$ cat config.mk
export PLATFORM = sky130hd
export DESIGN_NAME = sliding_window_max
export DESIGN_NICKNAME = d
export VERILOG_FILES = /design/src/rtl/swm_pkg.sv /design/src/rtl/swm_cell.sv /design/src/rtl/swm_ctrl.sv /design/src/rtl/sliding_window_max.sv
export SDC_FILE = /design/constraint.sdc
export NUM_CORES = 2
export LEC_CHECK = 0
export BUFFER_PORTS_ARGS = -buffer_cell sky130_fd_sc_hd__buf_2
export CORE_MARGIN = 2
export CORE_UTILIZATION = 55
export DETAILED_ROUTE_END_ITERATION = 7
export PLACE_DENSITY = 0.78
export SYNTH_ARGS = -nofsm -noshare
export SYNTH_HDL_FRONTEND = slang
export SYNTH_HIERARCHICAL = 1
export SYNTH_SLANG_ARGS = --single-unit
$ cat constraint.sdc
create_clock -name i_clk -period 10.7 [get_ports i_clk]
set_input_delay 0.535 -clock i_clk [delete_from_list [all_inputs] [get_ports i_clk]]
set_output_delay 0.535 -clock i_clk [all_outputs]
set_load 0.03 [all_outputs]
$ cat src/rtl/swm_pkg.sv
`timescale 1ns / 1ps

package swm_pkg;

    // Defaults for the top-level parameters
    localparam int WINDOW_MAX_DEF  = 64;
    localparam int SAMPLE_BITS_DEF = 16;

    // Window size register
    localparam int              WS_BITS  = 7;
    localparam logic [WS_BITS-1:0] WS_RESET = 7'd1;

    // Register index, taken from the word address
    localparam logic [0:0] REG_WINDOW_SIZE = 1'b0;

    // Command broadcast from the sequencer to every cell
    typedef struct packed {
        logic age_step;   // advance all ages by one, saturating at WINDOW_MAX
        logic clear;      // with age_step: drop every entry
        logic shift;      // move every entry one cell toward the front
        logic insert;     // drop entries not above the sample, append it
    } t_cell_cmd;

    // Status of the front cell
    typedef struct packed {
        logic valid;
        logic keep;
    } t_front;

endpackage

$ cat src/rtl/swm_cell.sv
`timescale 1ns / 1ps

module swm_cell #(
    parameter int WINDOW_MAX  = swm_pkg::WINDOW_MAX_DEF,
    parameter int SAMPLE_BITS = swm_pkg::SAMPLE_BITS_DEF
) (
    input  logic                   i_clk,
    input  logic                   i_rst_n,
    input  swm_pkg::t_cell_cmd     i_cmd,
    input  logic [SAMPLE_BITS-1:0] i_sample,
    input  logic                   i_prev_keep,
    input  logic [SAMPLE_BITS-1:0] i_nbr_value,
    input  logic [$clog2(WINDOW_MAX+1)-1:0] i_nbr_age,
    input  logic                   i_nbr_valid,
    output logic [SAMPLE_BITS-1:0] o_value,
    output logic [$clog2(WINDOW_MAX+1)-1:0] o_age,
    output logic                   o_valid,
    output logic                   o_keep
);

    localparam int AGE_W = $clog2(WINDOW_MAX + 1);

    logic [SAMPLE_BITS-1:0] r_value, n_value;
    logic [AGE_W-1:0]       r_age, n_age;
    logic                   r_valid, n_valid;
    logic                   keep;

    // Entry survives an insert while it stays strictly above the new sample
    assign keep = r_valid && ($signed(r_value) > $signed(i_sample));

    always_comb begin
        n_value = r_value;
        n_age   = r_age;
        n_valid = r_valid;
        if (i_cmd.age_step) begin
            if (r_age < AGE_W'(WINDOW_MAX)) begin
                n_age = r_age + AGE_W'(1);
            end
            if (i_cmd.clear) begin
                n_valid = 1'b0;
            end
        end else if (i_cmd.shift) begin
            n_value = i_nbr_value;
            n_age   = i_nbr_age;
            n_valid = i_nbr_valid;
        end else if (i_cmd.insert) begin
            if (!keep) begin
                if (i_prev_keep) begin
                    n_value = i_sample;
                    n_age   = '0;
                    n_valid = 1'b1;
                end else begin
                    n_valid = 1'b0;
                end
            end
        end
    end

    always_ff @(posedge i_clk) begin
        if (!i_rst_n) begin
            r_valid <= 1'b0;
        end else begin
            r_valid <= n_valid;
        end
        r_value <= n_value;
        r_age   <= n_age;
    end

    assign o_value = r_value;
    assign o_age   = r_age;
    assign o_valid = r_valid;
    assign o_keep  = keep;

endmodule

$ cat src/rtl/swm_ctrl.sv
`timescale 1ns / 1ps

module swm_ctrl #(
    parameter int WINDOW_MAX  = swm_pkg::WINDOW_MAX_DEF,
    parameter int SAMPLE_BITS = swm_pkg::SAMPLE_BITS_DEF
) (
    input  logic                        i_clk,
    input  logic                        i_rst_n,
    input  logic                        i_in_valid,
    output logic                        o_in_ready,
    input  logic [SAMPLE_BITS-1:0]      i_sample,
    input  logic                        i_start_req,
    output logic                        o_out_valid,
    input  logic                        i_out_ready,
    output logic [SAMPLE_BITS-1:0]      o_window_max,
    input  logic [swm_pkg::WS_BITS-1:0] i_window_size,
    input  swm_pkg::t_front             i_front,
    input  logic [SAMPLE_BITS-1:0]      i_front_value,
    input  logic [$clog2(WINDOW_MAX+1)-1:0] i_front_age,
    output swm_pkg::t_cell_cmd          o_cmd,
    output logic [SAMPLE_BITS-1:0]      o_sample
);

    localparam int AGE_W = $clog2(WINDOW_MAX + 1);
    localparam int CMP_W = (AGE_W > swm_pkg::WS_BITS) ? AGE_W : swm_pkg::WS_BITS;

    typedef enum logic {
        ST_IDLE,
        ST_RUN
    } t_state;

    t_state                 r_state;
    logic [AGE_W-1:0]       r_seen;
    logic [SAMPLE_BITS-1:0] r_sample;
    logic                   r_out_valid;
    logic [SAMPLE_BITS-1:0] r_out_value;

    logic [CMP_W-1:0]       ws_ext;
    logic [CMP_W-1:0]       eff_ext;
    logic [AGE_W-1:0]       eff_w;
    logic                   in_accept;
    logic                   out_free;
    logic                   expired;
    logic                   produce;
    swm_pkg::t_cell_cmd     cmd;

    // Clamp the window length into 1..WINDOW_MAX
    always_comb begin
        ws_ext = CMP_W'(i_window_size);
        if (ws_ext == '0) begin
            eff_ext = CMP_W'(1);
        end else if (ws_ext > CMP_W'(WINDOW_MAX)) begin
            eff_ext = CMP_W'(WINDOW_MAX);
        end else begin
            eff_ext = ws_ext;
        end
        eff_w = AGE_W'(eff_ext);
    end

    assign in_accept = i_in_valid && (r_state == ST_IDLE);
    assign out_free  = !r_out_valid || i_out_ready;
    assign expired   = i_front.valid && (i_front_age >= eff_w);
    assign produce   = r_seen >= eff_w;

    always_comb begin
        cmd = '0;
        case (r_state)
            ST_IDLE: begin
                if (in_accept) begin
                    cmd.age_step = 1'b1;
                    cmd.clear    = i_start_req;
                end
            end
            ST_RUN: begin
                if (expired) begin
                    cmd.shift = 1'b1;
                end else if (!produce || out_free) begin
                    cmd.insert = 1'b1;
                end
            end
            default: begin
                cmd = '0;
            end
        endcase
    end

    always_ff @(posedge i_clk) begin
        if (!i_rst_n) begin
            r_state     <= ST_IDLE;
            r_seen      <= '0;
            r_out_valid <= 1'b0;
        end else begin
            if (cmd.insert && produce) begin
                r_out_valid <= 1'b1;
            end else if (r_out_valid && i_out_ready) begin
                r_out_valid <= 1'b0;
            end
            case (r_state)
                ST_IDLE: begin
                    if (in_accept) begin
                        r_sample <= i_sample;
                        if (i_start_req) begin
                            r_seen <= AGE_W'(1);
                        end else if (r_seen < AGE_W'(WINDOW_MAX)) begin
                            r_seen <= r_seen + AGE_W'(1);
                        end
                        r_state <= ST_RUN;
                    end
                end
                ST_RUN: begin
                    if (cmd.insert) begin
                        if (produce) begin
                            r_out_value <= i_front.keep ? i_front_value : r_sample;
                        end
                        r_state <= ST_IDLE;
                    end
                end
                default: begin
                    r_state <= ST_IDLE;
                end
            endcase
        end
    end

    assign o_in_ready   = (r_state == ST_IDLE);
    assign o_out_valid  = r_out_valid;
    assign o_window_max = r_out_value;
    assign o_cmd        = cmd;
    assign o_sample     = r_sample;

`ifndef SYNTH
    a_cmd_exclusive: assert property (@(posedge i_clk) disable iff (!i_rst_n)
        $onehot0({cmd.age_step, cmd.shift, cmd.insert}))
        else $error("more than one cell command in a cycle");

    a_insert_after_purge: assert property (@(posedge i_clk) disable iff (!i_rst_n)
        cmd.insert |-> !expired)
        else $error("insert while the front entry is out of the window");

    a_result_loaded: assert property (@(posedge i_clk) disable iff (!i_rst_n)
        (cmd.insert && produce) |=> r_out_valid)
        else $error("result lost at insert");

    a_seen_bound: assert property (@(posedge i_clk) disable iff (!i_rst_n)
        r_seen <= AGE_W'(WINDOW_MAX))
        else $error("sample count beyond window capacity");

    a_clear_with_step: assert property (@(posedge i_clk) disable iff (!i_rst_n)
        cmd.clear |-> (cmd.age_step && in_accept))
        else $error("clear outside an accepted transaction");
`endif

endmodule

$ cat src/rtl/sliding_window_max.sv
`timescale 1ns / 1ps

// Running maximum of the last window_size signed samples. Each input transaction
// carries one sample and an optional start flag that empties the window first;
// once window_size samples have arrived since the start, each sample yields one
// output transaction with the window maximum. window_size (register 0, bits 6:0)
// acts as 1 when written 0 and as WINDOW_MAX above it; write it only while the
// block is idle, and a new length applies from the next sample. Each sample is
// accepted with an age step; then the chain of cells moves its entries one
// position per cycle to drop each kept entry that has aged out of the window at
// the front (normally none or one; more only right after the window is
// shortened); then the sample is inserted, which waits while the previous result
// still waits to be taken when the sample is ready to produce its own.
// A finished result waits in an output register while the next sample is taken.
// No clearing pass follows reset.

module sliding_window_max #(
    parameter int WINDOW_MAX  = swm_pkg::WINDOW_MAX_DEF,
    parameter int SAMPLE_BITS = swm_pkg::SAMPLE_BITS_DEF
) (
    input  logic                   i_clk,
    input  logic                   i_rst_n,
    // sample stream
    input  logic                   i_in_valid,
    output logic                   o_in_ready,
    input  logic [SAMPLE_BITS-1:0] i_sample,
    input  logic                   i_start_req,
    // window maximum stream
    output logic                   o_out_valid,
    input  logic                   i_out_ready,
    output logic [SAMPLE_BITS-1:0] o_window_max,
    // register port
    input  logic                   psel,
    input  logic                   penable,
    input  logic                   pwrite,
    input  logic [2:0]             paddr,
    input  logic [31:0]            pwdata,
    output logic [31:0]            prdata,
    output logic                   pready
);

    localparam int AGE_W = $clog2(WINDOW_MAX + 1);

    logic [swm_pkg::WS_BITS-1:0] r_window_size;
    logic                        reg_sel;

    swm_pkg::t_cell_cmd          cmd;
    swm_pkg::t_front             front;
    logic [SAMPLE_BITS-1:0]      sample;

    // Cell outputs; entry 0 is the front (oldest and largest kept sample)
    logic [SAMPLE_BITS-1:0]      cell_value [WINDOW_MAX];
    logic [AGE_W-1:0]            cell_age   [WINDOW_MAX];
    logic                        cell_valid [WINDOW_MAX];
    logic                        cell_keep  [WINDOW_MAX];

    // Register access: a write lands on the access phase, reads are combinational
    assign pready  = 1'b1;
    assign reg_sel = (paddr[2] == swm_pkg::REG_WINDOW_SIZE);

    always_ff @(posedge i_clk) begin
        if (!i_rst_n) begin
            r_window_size <= swm_pkg::WS_RESET;
        end else if (psel && penable && pwrite && pready && reg_sel) begin
            r_window_size <= pwdata[swm_pkg::WS_BITS-1:0];
        end
    end

    assign prdata = reg_sel ? 32'(r_window_size) : 32'd0;

    // Sequencer: ages all entries on accept, drops expired front entries one
    // cycle at a time, then inserts the sample and, once the window is full, loads the result
    swm_ctrl #(
        .WINDOW_MAX  (WINDOW_MAX),
        .SAMPLE_BITS (SAMPLE_BITS)
    ) u_ctrl (
        .i_clk         (i_clk),
        .i_rst_n       (i_rst_n),
        .i_in_valid    (i_in_valid),
        .o_in_ready    (o_in_ready),
        .i_sample      (i_sample),
        .i_start_req   (i_start_req),
        .o_out_valid   (o_out_valid),
        .i_out_ready   (i_out_ready),
        .o_window_max  (o_window_max),
        .i_window_size (r_window_size),
        .i_front       (front),
        .i_front_value (cell_value[0]),
        .i_front_age   (cell_age[0]),
        .o_cmd         (cmd),
        .o_sample      (sample)
    );

    assign front.valid = cell_valid[0];
    assign front.keep  = cell_keep[0];

    // Chain of cells: each takes its back neighbor on a shift, and the first
    // cell that does not survive an insert takes the new sample
    for (genvar g = 0; g < WINDOW_MAX; g++) begin : g_cell
        logic                   prev_keep;
        logic [SAMPLE_BITS-1:0] nbr_value;
        logic [AGE_W-1:0]       nbr_age;
        logic                   nbr_valid;

        if (g == 0) begin : g_head
            assign prev_keep = 1'b1;
        end else begin : g_body
            assign prev_keep = cell_keep[g-1];
        end

        if (g == WINDOW_MAX - 1) begin : g_tail
            // Nothing behind the last cell: a shift empties it
            assign nbr_value = '0;
            assign nbr_age   = '0;
            assign nbr_valid = 1'b0;
        end else begin : g_link
            assign nbr_value = cell_value[g+1];
            assign nbr_age   = cell_age[g+1];
            assign nbr_valid = cell_valid[g+1];
        end

        swm_cell #(
            .WINDOW_MAX  (WINDOW_MAX),
            .SAMPLE_BITS (SAMPLE_BITS)
        ) u_cell (
            .i_clk       (i_clk),
            .i_rst_n     (i_rst_n),
            .i_cmd       (cmd),
            .i_sample    (sample),
            .i_prev_keep (prev_keep),
            .i_nbr_value (nbr_value),
            .i_nbr_age   (nbr_age),
            .i_nbr_valid (nbr_valid),
            .o_value     (cell_value[g]),
            .o_age       (cell_age[g]),
            .o_valid     (cell_valid[g]),
            .o_keep      (cell_keep[g])
        );
    end

endmodule
* Word level (Yosys, flattened, before mapping) *
Index checks and enable logic that the tools add are counted.

word-level totals
  register bits after elaboration = 1,584
  latch bits = 0
  memory bits (writable) = 0
  memory bits (read-only) = 0
  bits of input ports = 59
  output and inout bits = 51
  memories kept = 0

operators by class
  $add $sub $neg = 65
  $mul = 0
  divide/modulo/power cells = 0
  magnitude comparators = 132
  equality and inequality tests = 192
  shifts and indexed selects = 0
  multiplexer cells = 973
  bitwise operators = 3
  reductions and logical operators = 401

operator list
  kind                 count
  $mux 16              254
  $mux 7               388
  $gt 16x16->1         64
  $reduce_and 4->1     127
  $add 7x1->7 const B  65
  $lt 7x7->1 const B   65
  $mux 1               327
  $reduce_and 3->1     67
  $ne 3x3->1 const B   64
  $reduce_bool 3->1    64
  $reduce_bool 2->1    66
  $ne 2x1->1 const B   64
  $ne 2x2->1 const B   64
  $logic_and 1x1->1    71
  $ge 7x7->1           2
  $gt 7x7->1 const B   1
  $logic_not 7->1      1
  $mux 2               3
  $not 1->1            3
  $logic_not 1->1      2
  $logic_or 1x1->1     2
  $pmux 1 s2           1
  $reduce_and 2->1     1

* Longest topological paths before layout *
  word-level depth = 12
  depth in mapped cells = 13
  mapped depth without buffers = 12

* Modules after synthesis *
Netlist, hierarchy kept.

by module, submodules not included
  module                            instances  cells each  area each (µm²)  sequential area each (µm²)
  swm_cell at g_cell[0].u_cell ...  55         162         1,556.5          710.7
  swm_cell at g_cell[5].u_cell ...  9          162         1,572.8          710.7
  swm_ctrl                          1          148         1,945.6          1,141.1
  sliding_window_max                1          66          556.8            140.1

* Least setup slack after synthesis *
No wires, ideal clock.

  path type = reg2reg
  from = reg r_window_size[6] (netlist name)
  to = reg g_cell[5].u_cell.r_age[0] (enable)
  arrival time = 4.480 ns
  required time = 10.315 ns
  slack = 5.835 ns
  cell stages (with the launch flop) = 13
  buffers on the path = 1
  cells stage by stage = dfxtp_1 inv_1 nand2_1 ha_1 and4_4 o2bb2ai_1 a31oi_2 nor2_1 buf_6 or2_1 a211o_1 nor2_1 a221oi_1

RTL lines
  item                    RTL line                  RTL
  start, declared         sliding_window_max.sv:44  logic [swm_pkg::WS_BITS-1:0] r_window_size;
  start signal, assigned  sliding_window_max.sv:63  r_window_size <= swm_pkg::WS_RESET;
  start signal, assigned  sliding_window_max.sv:65  r_window_size <= pwdata[swm_pkg::WS_BITS-1:0];
  end signal, assigned    swm_cell.sv:66            r_age <= n_age;
  end, declared           swm_cell.sv:24            logic [AGE_W-1:0] r_age, n_age;

==> impl_metrics.sql <==
INSERT INTO impl_metrics (metric_group, metric, value, unit) VALUES
('clock_network', 'clk-insertion-delay-late', '810', 'ps'),
('critical_path', 'path_common_cell', 'sky130_fd_sc_hd__buf_4', ''),
('critical_path', 'critPathSlowestCell', 'sky130_fd_sc_hd__buf_4', ''),
('logic_synthesis', 'synth-seq-area-share', '45.73', '%'),
('critical_path', 'r2r_start', 'u_ctrl/o_sample[14]', ''),
('logic_synthesis', 'synth.distinct_cells', '59', ''),
('clock_network', 'post-cts-setup-buffer-count', '0', ''),
('clock_network', 'cts_inserted_buffers', '170', ''),
('sta', 'hold_violations', '0', ''),
('cells_and_area', 'nets', '11830', ''),
('detailed_routing', 'remaining_drc_errors', '0', ''),
('floorplan', 'placement_rows', '158', ''),
('critical_path', 'cp-startpoint', 'u_ctrl/o_sample[14]', ''),
('global_routing', 'total_global_routing_track_utilization', '24.33', '%'),
('run_status', 'outcome', 'finished, final reports clean', ''),
('global_routing', 'grt_start_max_net_pins', '217', ''),
('job', 'drv_cap', '0', ''),
('floorplan', 'ioPinCount', '110', ''),
('min_path', 'hold_path_cell_cnt', '3', ''),
('sta', 'number_of_failing_setup_endpoints_in_the_final_timing_report', '0', ''),
('global_routing', 'grt_overflow_total', '0', ''),
('cells_and_area', 'mostFrequentLayoutCell', 'sky130_fd_sc_hd__nand2_1', ''),
('detailed_routing', 'wire_per_inst', '17.72', 'um'),
('detailed_routing', 'via_count', '77070', ''),
('sta', 'grt_setup_unrepaired', 'no', ''),
('critical_path', 'critPathLaunchType', 'flop', ''),
('sta', 'max_slew_margin', '19.71', '%'),
('cells_and_area', 'multi_input_comb_area', '49480', 'um^2'),
('floorplan', 'die_h', '435.2', 'um'),
('power', 'power_density', '132.3', 'nW/um^2'),
('critical_path', 'crit_path_end_kind', 'flop', ''),
('placement', 'placed_cells', '12950', ''),
('critical_path', 'delay_of_the_slowest_cell_on_the_worst_path', '800', 'ps'),
('clock_network', 'cts_sinks', '1584', ''),
('placement', 'globalplace.congestion', '0.8877', ''),
('global_routing', 'grt_pass1_wl', '387500', 'um'),
('cells_and_area', 'num-fill-cells', '14910', ''),
('global_routing', 'grt_antenna_before_repair', '0', ''),
('cells_and_area', 'most-common-layout-cells', '1951 x sky130_fd_sc_hd__nand2_1, 1504 x sky130_fd_sc_hd__edfxtp_1, 1490 x sky130_fd_sc_hd__o21ai_0', ''),
('logic_synthesis', 'yosys_register_bits', '1584', ''),
('sta', 'achievable-frequency', '191.1', 'MHz'),
('critical_path', 'cp.arrival', '5660', 'ps'),
('cells_and_area', 'final-seq-area', '46760', 'um^2'),
('logic_synthesis', 'netlist_instances', '10580', ''),
('critical_path', 'regToRegSetupSlack', '5470', 'ps'),
('clock_network', 'ctsLongestPathBuffers', '3', ''),
('clock_network', 'clock_transition_time_at_the_flip_flop_clock_pins_of_the_worst_setup_and_hold_paths', '60', 'ps'),
('power', 'static-leakage-power', '43.61', 'nW'),
('floorplan', 'core_area', '185000', 'um^2'),
('logic_synthesis', 'synth_warnings', '6', ''),
('cells_and_area', 'layoutNonFillerInstCount', '13290', ''),
('sta', 'period_needed', '5234', 'ps'),
('critical_path', 'crit_required', '11120', 'ps'),
('logic_synthesis', 'ys.flop_type', 'sky130_fd_sc_hd__edfxtp_1', ''),
('critical_path', 'crit_path_max_fanout', '47', ''),
('detailed_routing', 'route.antenna.remaining_nets', '0', ''),
('sta', 'number_of_pins_exceeding_their_max_slew_limit_in_the_final_report', '0', ''),
('clock_network', 'cts_tree', 'built', ''),
('logic_synthesis', 'synth_enable_flop_cells', '1504', ''),
('min_path', 'type_of_the_most_critical_hold_path', 'primary input to flop', ''),
('cells_and_area', 'area_growth', '8.605', '%'),
('floorplan', 'die_area', '189400', 'um^2'),
('floorplan', 'floorplan.initialDensity', '55.27', '%'),
('sta', 'max_slew.worst_pin.slew', '1204', 'ps'),
('floorplan', 'die_x', '435.2', 'um'),
('detailed_routing', 'dr.pass1.iters', '6', ''),
('critical_path', 'crit_chain', 'buf_4 > buf_4 > inv_1 > ha_1 > nand4_2 > nor4_2 > o21ai_0 > a31oi_1 > and2_4 > nand2_1 > a22o_1 > a21oi_1', ''),
('placement', 'port_buffers', '56', ''),
('logic_synthesis', 'synth_async_sr_flop_share', '0', '%'),
('cells_and_area', 'drive_above_1_share', '8.291', '%'),
('detailed_routing', 'first_iter_violations', '6924', '');
-- worst min path at each step --
stage	slack (ps)	endpoint	start
after floorplan	440	g_cell[10].u_cell/o_valid	g_cell[10].u_cell/o_valid
after global placement	470	g_cell[21].u_cell/o_valid	g_cell[21].u_cell/o_valid
after detailed placement	470	g_cell[59].u_cell/o_valid	g_cell[59].u_cell/o_valid
after CTS	20	u_ctrl/o_out_valid	i_out_ready
after global routing	60	u_ctrl/o_out_valid	i_out_ready
final	80	u_ctrl/o_out_valid	i_out_ready
-- metrics by stage --
step	util (%)	power (mW)	setup WS (ps)	hold WS [ps]	cell area, um^2
final	60.02	14.69	5466	75.50	111100
after global routing	60.02	15.25	5117	60.30	111100
after CTS	60.02	14.77	5516	23.57	111100
after detailed placement	56.99	8.999	5552	465.4	105500
after global placement	56.99	8.906	5583	465.8	105500
after floorplan	-	8.563	5835	444.7	102500
-- report_power, final --
part           switching [mW]  internal (mW)  total [mW]
Clock                    2.46           3.31        5.77
Sequential              0.213           7.10        7.31
Combinational            1.01          0.600        1.61
Total                    3.69           11.0        14.7
-- cell usage after synthesis (37+ instances only) --
master | n | share of area (%)
sky130_fd_sc_hd__o31ai_2 | 64 | 0.78
sky130_fd_sc_hd__or2b_1 | 64 | 0.47
sky130_fd_sc_hd__and3_1 | 66 | 0.40
sky130_fd_sc_hd__inv_1 | 1269 | 4.7
sky130_fd_sc_hd__o21ba_2 | 55 | 0.54
sky130_fd_sc_hd__nor2b_1 | 81 | 0.50
sky130_fd_sc_hd__nand4_2 | 55 | 0.67
sky130_fd_sc_hd__a22o_1 | 119 | 1.0
sky130_fd_sc_hd__nand2b_1 | 57 | 0.35
sky130_fd_sc_hd__mux2i_1 | 72 | 0.70
sky130_fd_sc_hd__o21ai_1 | 37 | 0.18
sky130_fd_sc_hd__dfxtp_1 | 80 | 1.6
sky130_fd_sc_hd__clkbuf_1 | 304 | 1.1
sky130_fd_sc_hd__nor4_2 | 55 | 0.67
sky130_fd_sc_hd__ha_1 | 1103 | 13
sky130_fd_sc_hd__nor3_1 | 67 | 0.33
sky130_fd_sc_hd__o21bai_1 | 55 | 0.40
sky130_fd_sc_hd__nand4_1 | 73 | 0.45
sky130_fd_sc_hd__a211oi_1 | 74 | 0.54
sky130_fd_sc_hd__xnor2_1 | 257 | 2.2
sky130_fd_sc_hd__nor2_1 | 201 | 0.74
sky130_fd_sc_hd__xor2_1 | 65 | 0.56
sky130_fd_sc_hd__or3_1 | 55 | 0.34
sky130_fd_sc_hd__a21o_1 | 111 | 0.81
sky130_fd_sc_hd__nand2_1 | 1951 | 7.2
sky130_fd_sc_hd__edfxtp_1 | 1504 | 44
sky130_fd_sc_hd__o31a_1 | 55 | 0.47
sky130_fd_sc_hd__a21oi_1 | 452 | 2.2
sky130_fd_sc_hd__nand3_1 | 196 | 0.96
sky130_fd_sc_hd__o21ai_0 | 1490 | 7.3
sky130_fd_sc_hd__mux2_2 | 144 | 1.6
sky130_fd_sc_hd__and2_4 | 64 | 0.55
sky130_fd_sc_hd__a31oi_1 | 110 | 0.67
-- logic make-up (layout without fill, tap and decap cells) --
| group | after synthesis | in the layout | share of synthesized area [%] |
|---|---|---|---|
| flip-flops | 1584 | 1584 | 45.73 |
| adder cells (fa/ha/maj) | 1103 | 1103 | 13.50 |
| AO/OA/AOI/OAI | 2711 | 2711 | 15.69 |
| multiplexers | 216 | 216 | 2.290 |
| other | 2 | 52 | 0.007344 |
| XOR/XNOR | 322 | 322 | 2.758 |
| AND/OR/NAND/NOR | 3025 | 3025 | 13.90 |
| buffers and inverters | 1619 | 1794 | 6.124 |
-- per-layer routing --
layer / vias to the layer above / GRT usage (%) / routed length [um]
met2: 2563 / 40.74 / 110800
met5: - / 0 / 0
li1: 37500 / - / -
met3: 495 / 3.101 / 14680
met4: 0 / 8.401 / 7814
met1: 36510 / 32.57 / 102200
-- critical path: cells and delay by family, from the launching register on --
kind | cells | cell delay [ps]
adders and majority gates | 1 | 370
and+or+nand+nor | 4 | 1150
buffers and inverters | 3 | 1330
DFF | 1 | 330
AOI/OAI and AO/OA | 4 | 1570
-- state kept, by name, indices dropped and copies added (netlist names) --
name and count:
g_cell.u_cell/o_age 448, g_cell.u_cell/o_valid 64, g_cell.u_cell/o_value 1024, r_window_size 7
u_ctrl/o_out_valid 1, u_ctrl/o_sample 16, u_ctrl/o_window_max 16, u_ctrl/r_seen 7
u_ctrl/r_state 1
-- cell type report --
cell class	count	share of cell area, %
tap	2480	2.794
multi-input combinational	7429	44.55
sequential	1584	42.11
clock buffer	240	4.244
timing repair buffer	212	1.423
inverter	1269	4.297
clock inverter	73	0.5881
-- what timing repair did --
action / CTS / global route
gates resized for setup: 0 / 0
endpoints found under the setup margin: 0 / 0
hold buffers: 24 / 0
endpoints found under the hold margin: 24 / 0
Note: power is estimated with default switching activity, not from simulation.
